[src/hw/rtl/sdep_pkg.sv]
// Package for the SSE data event parser: word types, line phases, controller states,
// character constants and the controller/datapath command and status structs.
// No dependencies.
`timescale 1ns / 1ps

package sdep_pkg;

  localparam logic       CMD_BYTE   = 1'b0;
  localparam logic       CMD_FINISH = 1'b1;

  localparam logic       KIND_DATA  = 1'b0;
  localparam logic       KIND_END   = 1'b1;

  localparam logic [7:0] CH_CR      = 8'h0D;
  localparam logic [7:0] CH_LF      = 8'h0A;
  localparam logic [7:0] CH_COLON   = 8'h3A;
  localparam logic [7:0] CH_SPACE   = 8'h20;

  localparam logic [2:0] TAG_LEN    = 3'd5;

  typedef struct packed {
    logic       command;
    logic [7:0] byte_in;
  } in_word_t;

  typedef struct packed {
    logic       out_kind;
    logic [7:0] out_byte;
    logic       out_last;
  } out_word_t;

  typedef enum logic [2:0] {
    PH_START  = 3'd0,
    PH_CRONLY = 3'd1,
    PH_PREFIX = 3'd2,
    PH_VALUE  = 3'd3,
    PH_IGNORE = 3'd4
  } line_phase_t;

  typedef enum logic {
    ST_IDLE = 1'b0,
    ST_RUN  = 1'b1
  } ctrl_state_t;

  // What an incoming word produces: nothing, one result, or a run of held CRs
  // followed by a payload byte.
  typedef enum logic [1:0] {
    RES_NONE = 2'd0,
    RES_ONE  = 2'd1,
    RES_RUN  = 2'd2
  } res_class_t;

  typedef struct packed {
    logic step;
    logic emit_cr;
    logic emit_byte;
    logic busy;
  } ctl_t;

  typedef struct packed {
    res_class_t res;
    logic       rem_zero;
    logic       out_free;
  } stat_t;

  // Characters of the "data:" field name, indexed by match position.
  function automatic logic [7:0] tag_char(input logic [2:0] pos);
    logic [7:0] c;
    case (pos)
      3'd0:    c = 8'h64;
      3'd1:    c = 8'h61;
      3'd2:    c = 8'h74;
      3'd3:    c = 8'h61;
      3'd4:    c = CH_COLON;
      default: c = 8'h00;
    endcase
    return c;
  endfunction

endpackage

[src/hw/rtl/sdep_ctrl.sv]
// Controller of the SSE data event parser: sequences word acceptance and the
// emission of held CR runs. Depends on sdep_pkg.
`timescale 1ns / 1ps

module sdep_ctrl (
  input  logic          clk,
  input  logic          rst_n,
  input  logic          in_valid,
  output logic          in_ready,
  input  sdep_pkg::stat_t stat,
  output sdep_pkg::ctl_t  ctl
);

  sdep_pkg::ctrl_state_t state_r, state_nxt;

  always_ff @(posedge clk) begin
    if (!rst_n) begin
      state_r <= sdep_pkg::ST_IDLE;
    end else begin
      state_r <= state_nxt;
    end
  end

  always_comb begin
    state_nxt     = state_r;
    in_ready      = 1'b0;
    ctl.step      = 1'b0;
    ctl.emit_cr   = 1'b0;
    ctl.emit_byte = 1'b0;
    ctl.busy      = (state_r == sdep_pkg::ST_RUN);
    case (state_r)
      sdep_pkg::ST_IDLE: begin
        in_ready = stat.out_free;
        if (in_valid && stat.out_free) begin
          ctl.step = 1'b1;
          if (stat.res == sdep_pkg::RES_RUN) begin
            state_nxt = sdep_pkg::ST_RUN;
          end
        end
      end
      sdep_pkg::ST_RUN: begin
        if (stat.out_free) begin
          if (stat.rem_zero) begin
            ctl.emit_byte = 1'b1;
            state_nxt     = sdep_pkg::ST_IDLE;
          end else begin
            ctl.emit_cr = 1'b1;
          end
        end
      end
      default: begin
        state_nxt = sdep_pkg::ST_IDLE;
      end
    endcase
  end

endmodule

[src/hw/rtl/sdep_dp.sv]
// Datapath of the SSE data event parser: line state, held CR counter, held payload
// byte and the output register. Depends on sdep_pkg.
`timescale 1ns / 1ps

module sdep_dp #(
  parameter int MAX_PENDING_CR = 15
) (
  input  logic                clk,
  input  logic                rst_n,
  input  sdep_pkg::in_word_t  in_data,
  output logic                out_valid,
  input  logic                out_ready,
  output sdep_pkg::out_word_t out_data,
  input  sdep_pkg::ctl_t      ctl,
  output sdep_pkg::stat_t     stat
);

  localparam int CRW = $clog2(MAX_PENDING_CR + 1);
  localparam logic [CRW-1:0] CR_MAX = CRW'(MAX_PENDING_CR);

  sdep_pkg::line_phase_t phase_r, phase_nxt, dec_phase;
  logic [2:0]     pos_r, pos_nxt, dec_pos;
  logic [CRW-1:0] cr_r, cr_nxt, dec_cr;
  logic           vas_r, vas_nxt, dec_vas;
  logic           ne_r, ne_nxt, dec_ne;
  logic [CRW-1:0] rem_r, rem_nxt;
  logic [7:0]     held_r, held_nxt;
  logic           out_valid_r, out_valid_nxt;
  sdep_pkg::out_word_t out_r, out_nxt;

  sdep_pkg::res_class_t res;
  logic           res_kind;
  logic [7:0]     res_byte;
  logic [7:0]     b;
  logic           load;

  assign b = in_data.byte_in;

  // Decode of one incoming word against the current line state.
  always_comb begin
    dec_phase = phase_r;
    dec_pos   = pos_r;
    dec_cr    = cr_r;
    dec_vas   = vas_r;
    dec_ne    = ne_r;
    res       = sdep_pkg::RES_NONE;
    res_kind  = sdep_pkg::KIND_DATA;
    res_byte  = 8'h00;
    if (in_data.command == sdep_pkg::CMD_FINISH || b == sdep_pkg::CH_LF) begin
      if (ne_r && (in_data.command == sdep_pkg::CMD_FINISH ||
                   phase_r == sdep_pkg::PH_START || phase_r == sdep_pkg::PH_CRONLY)) begin
        res      = sdep_pkg::RES_ONE;
        res_kind = sdep_pkg::KIND_END;
        dec_ne   = 1'b0;
      end
      dec_phase = sdep_pkg::PH_START;
      dec_pos   = 3'd0;
      dec_cr    = '0;
      dec_vas   = 1'b1;
    end else begin
      case (phase_r)
        sdep_pkg::PH_START: begin
          if (b == sdep_pkg::CH_CR) begin
            dec_phase = sdep_pkg::PH_CRONLY;
          end else if (b == sdep_pkg::tag_char(3'd0)) begin
            dec_phase = sdep_pkg::PH_PREFIX;
            dec_pos   = 3'd1;
          end else begin
            dec_phase = sdep_pkg::PH_IGNORE;
          end
        end
        sdep_pkg::PH_CRONLY: begin
          if (b != sdep_pkg::CH_CR) begin
            dec_phase = sdep_pkg::PH_IGNORE;
          end
        end
        sdep_pkg::PH_PREFIX: begin
          if (pos_r < sdep_pkg::TAG_LEN && b == sdep_pkg::tag_char(pos_r)) begin
            dec_pos = pos_r + 3'd1;
            if (dec_pos == sdep_pkg::TAG_LEN) begin
              dec_phase = sdep_pkg::PH_VALUE;
              dec_vas   = 1'b1;
              dec_cr    = '0;
              if (ne_r) begin
                res      = sdep_pkg::RES_ONE;
                res_byte = sdep_pkg::CH_LF;
              end
            end
          end else begin
            dec_phase = sdep_pkg::PH_IGNORE;
          end
        end
        sdep_pkg::PH_VALUE: begin
          if (b == sdep_pkg::CH_CR) begin
            if (cr_r < CR_MAX) begin
              dec_cr = cr_r + 1'b1;
            end
          end else if (vas_r && cr_r == '0 && b == sdep_pkg::CH_SPACE) begin
            dec_vas = 1'b0;
          end else begin
            // Held CRs go out first, then the byte itself.
            if (cr_r == '0) begin
              res      = sdep_pkg::RES_ONE;
              res_byte = b;
            end else begin
              res      = sdep_pkg::RES_RUN;
              res_byte = sdep_pkg::CH_CR;
            end
            dec_cr  = '0;
            dec_vas = 1'b0;
            dec_ne  = 1'b1;
          end
        end
        default: begin
        end
      endcase
    end
  end

  always_comb begin
    phase_nxt = ctl.step ? dec_phase : phase_r;
    pos_nxt   = ctl.step ? dec_pos   : pos_r;
    cr_nxt    = ctl.step ? dec_cr    : cr_r;
    vas_nxt   = ctl.step ? dec_vas   : vas_r;
    ne_nxt    = ctl.step ? dec_ne    : ne_r;
    held_nxt  = ctl.step ? b         : held_r;
    rem_nxt   = rem_r;
    if (ctl.step && res == sdep_pkg::RES_RUN) begin
      rem_nxt = cr_r - 1'b1;
    end else if (ctl.emit_cr) begin
      rem_nxt = rem_r - 1'b1;
    end
  end

  // Output register.
  always_comb begin
    load    = 1'b0;
    out_nxt = out_r;
    if (ctl.step && res != sdep_pkg::RES_NONE) begin
      load             = 1'b1;
      out_nxt.out_kind = res_kind;
      out_nxt.out_byte = res_byte;
      out_nxt.out_last = (res == sdep_pkg::RES_ONE);
    end else if (ctl.emit_cr) begin
      load             = 1'b1;
      out_nxt.out_kind = sdep_pkg::KIND_DATA;
      out_nxt.out_byte = sdep_pkg::CH_CR;
      out_nxt.out_last = 1'b0;
    end else if (ctl.emit_byte) begin
      load             = 1'b1;
      out_nxt.out_kind = sdep_pkg::KIND_DATA;
      out_nxt.out_byte = held_r;
      out_nxt.out_last = 1'b1;
    end
    if (load) begin
      out_valid_nxt = 1'b1;
    end else if (out_ready) begin
      out_valid_nxt = 1'b0;
    end else begin
      out_valid_nxt = out_valid_r;
    end
  end

  always_ff @(posedge clk) begin
    if (!rst_n) begin
      phase_r     <= sdep_pkg::PH_START;
      pos_r       <= 3'd0;
      cr_r        <= '0;
      vas_r       <= 1'b1;
      ne_r        <= 1'b0;
      rem_r       <= '0;
      out_valid_r <= 1'b0;
    end else begin
      phase_r     <= phase_nxt;
      pos_r       <= pos_nxt;
      cr_r        <= cr_nxt;
      vas_r       <= vas_nxt;
      ne_r        <= ne_nxt;
      rem_r       <= rem_nxt;
      out_valid_r <= out_valid_nxt;
    end
  end

  always_ff @(posedge clk) begin
    held_r <= held_nxt;
    out_r  <= out_nxt;
  end

  assign out_valid     = out_valid_r;
  assign out_data      = out_r;
  assign stat.res      = res;
  assign stat.rem_zero = (rem_r == '0);
  assign stat.out_free = !out_valid_r || out_ready;

endmodule

[src/hw/rtl/sse_data_event_parser.sv]
// Top level of the SSE data event parser: joins the controller and the datapath.
// Depends on sdep_pkg, sdep_ctrl and sdep_dp.
//
// The input channel carries one word per stream byte, or a finish command that
// closes the stream. The parser splits lines at LF, drops trailing CRs, ignores
// comments and every field other than "data:", and sends the data values out one
// byte per output word. Data lines of one event are joined with LF, and a blank
// line or a finish closes a non-empty event with an end marker word.
// out_last marks the final output word caused by an input word.
//
// Output words are registered; the first appears in the cycle after acceptance.
// Most input words cause at most one output word and the parser takes one input
// word per cycle unless a CR run or a receiver stall holds it. A payload byte that
// follows N held CRs causes N + 1 output words, issued one per cycle while the
// receiver takes them; the input stays blocked until the held byte is loaded.
// When the receiver stalls the output register holds its word and no new input
// is taken until it drains or is taken in the same cycle.
// A synchronous reset returns to the start of a line with no open event.
`timescale 1ns / 1ps

module sse_data_event_parser #(
  parameter int MAX_PENDING_CR = 15
) (
  input  logic                clk,
  input  logic                rst_n,
  input  logic                in_valid,
  output logic                in_ready,
  input  sdep_pkg::in_word_t  in_data,
  output logic                out_valid,
  input  logic                out_ready,
  output sdep_pkg::out_word_t out_data
);

  // Commands from the controller and status back from the datapath.
  sdep_pkg::ctl_t  ctl;
  sdep_pkg::stat_t stat;

  sdep_ctrl u_ctrl (
    .clk      (clk),
    .rst_n    (rst_n),
    .in_valid (in_valid),
    .in_ready (in_ready),
    .stat     (stat),
    .ctl      (ctl)
  );

  sdep_dp #(
    .MAX_PENDING_CR (MAX_PENDING_CR)
  ) u_dp (
    .clk       (clk),
    .rst_n     (rst_n),
    .in_data   (in_data),
    .out_valid (out_valid),
    .out_ready (out_ready),
    .out_data  (out_data),
    .ctl       (ctl),
    .stat      (stat)
  );

  // While a CR run is being sent, no input word may be taken.
  a_busy_blocks_input: assert property (@(posedge clk) disable iff (!rst_n)
    ctl.busy |-> !in_ready)
    else $error("input accepted during CR run");

  // An end marker is always the final word of its input and carries a zero byte.
  a_end_marker_form: assert property (@(posedge clk) disable iff (!rst_n)
    (out_valid && out_data.out_kind == sdep_pkg::KIND_END) |->
      (out_data.out_last && out_data.out_byte == 8'h00))
    else $error("malformed end marker");

  // A word that causes no CR run leaves the controller ready for the next one.
  a_single_stays_idle: assert property (@(posedge clk) disable iff (!rst_n)
    (in_valid && in_ready && stat.res != sdep_pkg::RES_RUN) |=> !ctl.busy)
    else $error("controller entered CR run without held CRs");

  // Entering a CR run always loads a non-final CR word.
  a_run_starts_with_cr: assert property (@(posedge clk) disable iff (!rst_n)
    (in_valid && in_ready && stat.res == sdep_pkg::RES_RUN) |=>
      (out_valid && !out_data.out_last && out_data.out_byte == sdep_pkg::CH_CR))
    else $error("CR run did not start with a CR word");

endmodule

[config.mk]
export PLATFORM = sky130hd
export DESIGN_NAME = sse_data_event_parser
export DESIGN_NICKNAME = d
export VERILOG_FILES = /design/src/hw/rtl/sdep_pkg.sv /design/src/hw/rtl/sdep_ctrl.sv /design/src/hw/rtl/sdep_dp.sv /design/src/hw/rtl/sse_data_event_parser.sv
export SDC_FILE = /design/constraint.sdc
export NUM_CORES = 1
export LEC_CHECK = 0
export ABC_AREA = 1
export BUFFER_PORTS_ARGS = -buffer_cell sky130_fd_sc_hd__buf_2
export CAP_MARGIN = 20
export CORE_ASPECT_RATIO = 1.1
export CORE_MARGIN = 4
export CORE_UTILIZATION = 35
export DETAILED_ROUTE_END_ITERATION = 16
export GPL_TIMING_DRIVEN = 0
export MAX_ROUTING_LAYER = met4
export PLACE_DENSITY = 0.61
export SYNTH_ARGS = -nofsm -noshare
export SYNTH_HDL_FRONTEND = slang
export SYNTH_SLANG_ARGS = --single-unit
[constraint.sdc]
create_clock -name clk -period 5.76 [get_ports clk]
set_clock_uncertainty 0.1 [all_clocks]
set_input_delay 0.864 -clock clk [delete_from_list [all_inputs] [get_ports clk]]
set_output_delay 0.864 -clock clk [all_outputs]
set_load 0.01 [all_outputs]
; After elaboration in Yosys (flattened, before gate mapping)
; Index checks and enable logic that the tools add are counted.
[word_totals]
regBits = 36
word_cells = 149
in_bits = 13
[classes]
muxes = 72
eq_ne = 28
magnitude_cmp = 2
n_reduce_logical = 30
add_sub_neg = 4
bitwise_logic = 1
[op_table]
columns = op, count
row1 = $mux 8, 8
row2 = $mux 4, 9
row3 = $mux 10, 3
row4 = $mux 3, 10
row5 = $pmux 7 s4, 1
row6 = $mux 1, 26
row7 = $eq 8x4->1 const B, 2
row8 = $mux 2, 8
row9 = $pmux 8 s2, 1
row10 = $reduce_and 5->1, 3
row11 = $eq 3x2->1 const B, 4
row12 = $ne 3x2->1 const B, 4
row13 = $pmux 3 s3, 1
row14 = $reduce_bool 3->1, 3
row15 = $eq 8x6->1 const B, 1
row16 = $eq 8x7->1 const B, 1
row17 = $eq 8x8->1, 1
row18 = $logic_not 4->1, 2
row19 = $ne 4x3->1 const B, 2
row20 = $ne 8x4->1 const B, 1
row21 = $pmux 4 s2, 1
row22 = $reduce_bool 2->1, 4
row23 = $sub 4x1->4 const B, 2
row24 = $logic_and 1x1->1, 7
row25 = 23 further kinds, 32

; Longest topological paths before layout
[logic_depth]
word_depth = 14
ltp_mapped = 18

; Cells and area by module
; A second synthesis with hierarchy kept.
[unflattened]
hier_cells = 326
area_unflattened_um2 = 2426.1
[modules_own_cells]
columns = module, seq_area_each_um2, area_each_um2, n_inst, cells_per_inst
row1 = sdep_dp, 880.8, 2337.2, 1, 310
row2 = sdep_ctrl, 20.0, 88.8, 1, 16

; Worst setup path before layout
; Ideal clock, no wire load.
[synth_timing]
path_type = input to register
start = input port in_data[6] in the netlist's numbering
end = register u_dp.out_r (netlist bit u_dp.out_data[0]), enable pin
setup_time_ns = 0.391
path_slack_ns = 3.093
stages = 13
required_ns = 5.269
arrival_ns = 2.176
path_cell_list = inv_1 nand2_2 nand2_1 nand2_1 inv_1 nand3_1 nor2_4 nand3_2 nand2_1 nand2_2 nand3_2 nand2_2 o21ai_0
[synth_via]
elab_chain_len = 9
elab_cells_between_ends = 15
[synth_rtl]
columns = element, line
row1 = start: declaration, sse_data_event_parser.sv:28  ; input sdep_pkg::in_word_t in_data,
row2 = $eq 8x6->1, sdep_dp.sv:98  ; end else if (vas_r && cr_r == '0 && b == sdep_pkg::CH_SPACE) begin
row3 = $logic_and 1x1->1, sdep_dp.sv:98
row4 = $mux 2, sdep_dp.sv:98
row5 = $mux 2, sdep_dp.sv:94  ; if (b == sdep_pkg::CH_CR) begin
row6 = $pmux 2 s2, sdep_dp.sv:61  ; case (phase_r)
row7 = $mux 2 (*), sdep_dp.sv:49  ; if (in_data.command == sdep_pkg::CMD_FINISH || b == sdep_pkg::CH_LF) begin
row8 = $reduce_bool 2->1 (*), sdep_dp.sv:139  ; if (ctl.step && res != sdep_pkg::RES_NONE) begin
row9 = $logic_and 1x1->1 (*), sdep_dp.sv:139
row10 = $reduce_bool 3->1 (no line) (*), --
row11 = end signal: assignment, sdep_dp.sv:186  ; out_r <= out_nxt;
row12 = end: declaration, sdep_dp.sv:29  ; sdep_pkg::out_word_t out_r, out_nxt;
; Every way passes the cells marked *; elsewhere a longest branch is shown, timed or not.
; A chain may end at the register's enable or synchronous reset.

; Worst setup path in the final report
[layout_timing]
start = register u_dp.pos_r[0]
end = register u_dp.out_r (netlist bit u_dp.out_data[8]), enable pin
[layout_via]
elab_chain_len = 13
elab_cells_between_ends = 21
[layout_rtl]
columns = element, line
row1 = start: declaration, sdep_dp.sv:22  ; logic [2:0] pos_r, pos_nxt, dec_pos;
row2 = start signal: assignment, sdep_dp.sv:175  ; pos_r <= pos_nxt;
row3 = $eq 3x1->1 or $eq 3x2->1 (tied branches), sdep_pkg.sv:69  ; case (pos)
row4 = $reduce_or 2->1 (no line), --
row5 = $pmux 7 s4, sdep_pkg.sv:69
row6 = $mux 8, sdep_dp.sv:61
row7 = $mux 8, sdep_dp.sv:49
row8 = $eq 8x8->1, sdep_dp.sv:78  ; if (pos_r < sdep_pkg::TAG_LEN && b == sdep_pkg::tag_char(pos_r)) begin
row9 = $logic_and 1x1->1, sdep_dp.sv:78
row10 = $mux 2 (*), sdep_dp.sv:78
row11 = $pmux 2 s2 (*), sdep_dp.sv:61
row12 = $mux 2 (*), sdep_dp.sv:49
row13 = $reduce_bool 2->1 (*), sdep_dp.sv:139
row14 = $logic_and 1x1->1 (*), sdep_dp.sv:139
row15 = $reduce_bool 3->1 (no line) (*), --
; Every way passes the cells marked *; elsewhere a longest branch is shown, timed or not. The select of a mux whose other input is x is not followed.

==> impl_metrics.ini <==
[placement]
dp_hpwl_um = 4452
dpl.cell_count = 467
place.gp.congestion = 0.8460
numPortBuffers = 23
place_area_mm2 = 0.002758

[synth]
synth_edf_count = 18
syn_nets = 379
synth_top_cells_by_count = 95 x nand2_1, 52 x inv_1, 32 x nor2_1, 27 x nand3_1
synth.distinct_cells = 34
async_flop_share_pct = 0
synth_area_leaders = edfxtp_1 21%, dfxtp_1 14%, nand2_1 14%
synth_area_mm2 = 0.002531
yosysWarnings = 0
synth_top_area_share_pct = 21.35
synth-seq-cells = 36
synth_most_common_cell = nand2_1
synth_area_leader_cell = edfxtp_1
ys_seq_area_share_pct = 35.59
synthCells = 358
syn_area_per_cell_um2 = 7.070
synth_flop_cell = edfxtp_1

[power]
p_seq_share_pct = 48.5
power.net_switching_mw = 0.1480
finalPower_mw = 0.5739
power_frac_clock_pct = 39.3
peakVddDrop_uv = 123.2
powerDensity_mw_per_mm2 = 200.3
power_frac_comb_pct = 12.2
p_leak_nw = 1.341
sw_frac_of_total_pct = 25.78
power.internal_mw = 0.4259

[route]
drcViolationCount = 0
finalWirelength_um = 5773
route.vias.total = 2318
detail-route-antenna-nets = 0
first_iter_violations = 120
drt_first_pass_iters = 5
wl_per_cell_um = 12.15
post_drt_via_cell_ratio = 4.880

[global_route]
antenna_found_initial = 0
overflow = 0
grt_max_degree = 12
grtUsageTotal_pct = 14.31
grt_pass1_vias = 2175
grt_pass1_wl_um = 9701

[cells_and_area]
area_delta_synth_final_pct = 13.20
stdcell_count = 475
diodes = 0
drive_above_1_share_pct = 20.77
post-route-util_pct = 40.89
fin_nets = 410
stdcell_area_mm2 = 0.002865

[floorplanning]
die_w_um = 89.09
start_util_pct = 36.13
rows = 32
io_pins = 25
core-area_mm2 = 0.007007
die-area_mm2 = 0.008658
fp.dieH_um = 97.19

[sta]
timing.fmax_ghz = 0.3505
slew_headroom_pct = 63.65
rsz0062_at_grt = false
setup_viol = 0
hold_violations = 0
drv_slew = 0
tns_ps = 0
fin_crit_sh_pct = 49.54
tightestPinTransition_ps = 542.3
final.min_clock_period_ps = 2853

[run]
maxCapViolations = 0

[clocking]
root_buffer = clkbuf_8
post_cts_buffers = 0
cts_buffers = 5
cts.sinks = 36
cts_resized = 0
path_clk_slew_ps = 80
cts_tree = built
clkLatencyLatePin_ps = 300
cts.htree.levels = 2
cts.hold.buffers_added = 0
clockBufferDepth = 2

[worst_setup_path]
r2r.worst_path.cells = 16
end_kind = register
cp_max_fo = 10
crit_arrival_ps = 2750
crit_type = reg -> reg
start_kind = register
cp.required_ps = 5660

[min_path]
worstHoldPathCells = 2
hold_class = reg -> reg

[run_status]
status = finished clean
## stage by stage
step / setup slack (ps) / hold slack, ps
finish: 2907 / 402.6
global route: 2635 / 434.7
CTS: 2892 / 400.8
detailed placement: 2670 / 389.0
global placement: 2561 / 386.4
floorplan: 3093 / 370.8
## state kept, by name, indices dropped and copies added, names as in the netlist
name and count:
u_ctrl.state_r 1, u_dp.cr_r 4, u_dp.held_r 8, u_dp.ne_r 1, u_dp.out_data 10, u_dp.out_valid 1
u_dp.phase_r 3, u_dp.pos_r 3, u_dp.rem_r 4, u_dp.vas_r 1
## worst max-delay path: stages (launching register included)
cell and delay (ps):
dfxtp_1 410, inv_1 100, ha_1 260, nand2_2 140, nand2_2 60, nand2_1 50
nand2_1 50, inv_1 60, nand3_1 100, nor2_4 180, nand3_2 110, nand2_1 100
nand2_2 60, nand3_2 60, nand2_2 130, o21ai_0 260, buf_2 290
## logic make-up (layout without fill, tap and decap cells)
logic type	count (synthesis)	count (layout)	share of synthesized area (%)
adder cells (fa/ha/maj)	8	8	3.955
AO/OA/AOI/OAI	38	38	8.453
AND/OR/NAND/NOR	211	211	41.82
flip-flops	36	36	35.59
XOR/XNOR	2	2	0.6922
buffers and inverters	63	95	9.491
## power groups by stage
stage	Combinational, mW	Sequential, mW	Clock [mW]
6_report	0.0701	0.278	0.226
4_1_cts	0.0703	0.278	0.228
2_1_floorplan	0.0510	0.283	0
3_3_place_gp	0.0687	0.284	0
3_5_place_dp	0.0698	0.284	0
5_1_grt	0.0806	0.279	0.237
## metal layers
layer	GRT usage (%)	share of wire (%)	vias to the layer above
met5	-	0	-
met4	6.529	2.3	0
met3	2.375	3.3	11
met2	23.14	48	40
met1	17.07	46	1058
li1	-	-	1209
## worst paths after layout
| check | startpoint | to | slack [ps] |
|---|---|---|---|
| worst min-delay path | u_dp.cr_r[3]$_SDFFE_PN0P_ | u_dp.cr_r[3]$_SDFFE_PN0P_ | 400 |
| worst max register to register | u_dp.pos_r[0]$_SDFFE_PN0P_ | u_dp.out_data[8]$_DFFE_PP_ | 2910 |
| worst max-delay path | u_dp.pos_r[0]$_SDFFE_PN0P_ | u_dp.out_data[8]$_DFFE_PP_ | 2910 |
| worst min register to register | u_dp.cr_r[3]$_SDFFE_PN0P_ | u_dp.cr_r[3]$_SDFFE_PN0P_ | 400 |
## final cells by class
class	count	area [um^2]
Tap cell	85	106.4
Clock inverter	2	35.03
Fill cell	716	4141
Timing Repair Buffer	24	120.1
Clock buffer	6	72.57
Buffer	2	8.758
Inverter	61	231.5
Sequential cell	36	900.9
Multi-Input combinational cell	259	1390
## cell usage in the layout, fill, tap and decap left out, types with 8 or more instances in the layout
master    instances
a21oi_1          17
buf_2            25
dfxtp_1          18
edfxtp_1         18
ha_1              8
inv_1            52
nand2_1          95
nand2_2          15
nand3_1          27
nor2_1           32
o21ai_0          13
Power figures use the tool's default switching activity.
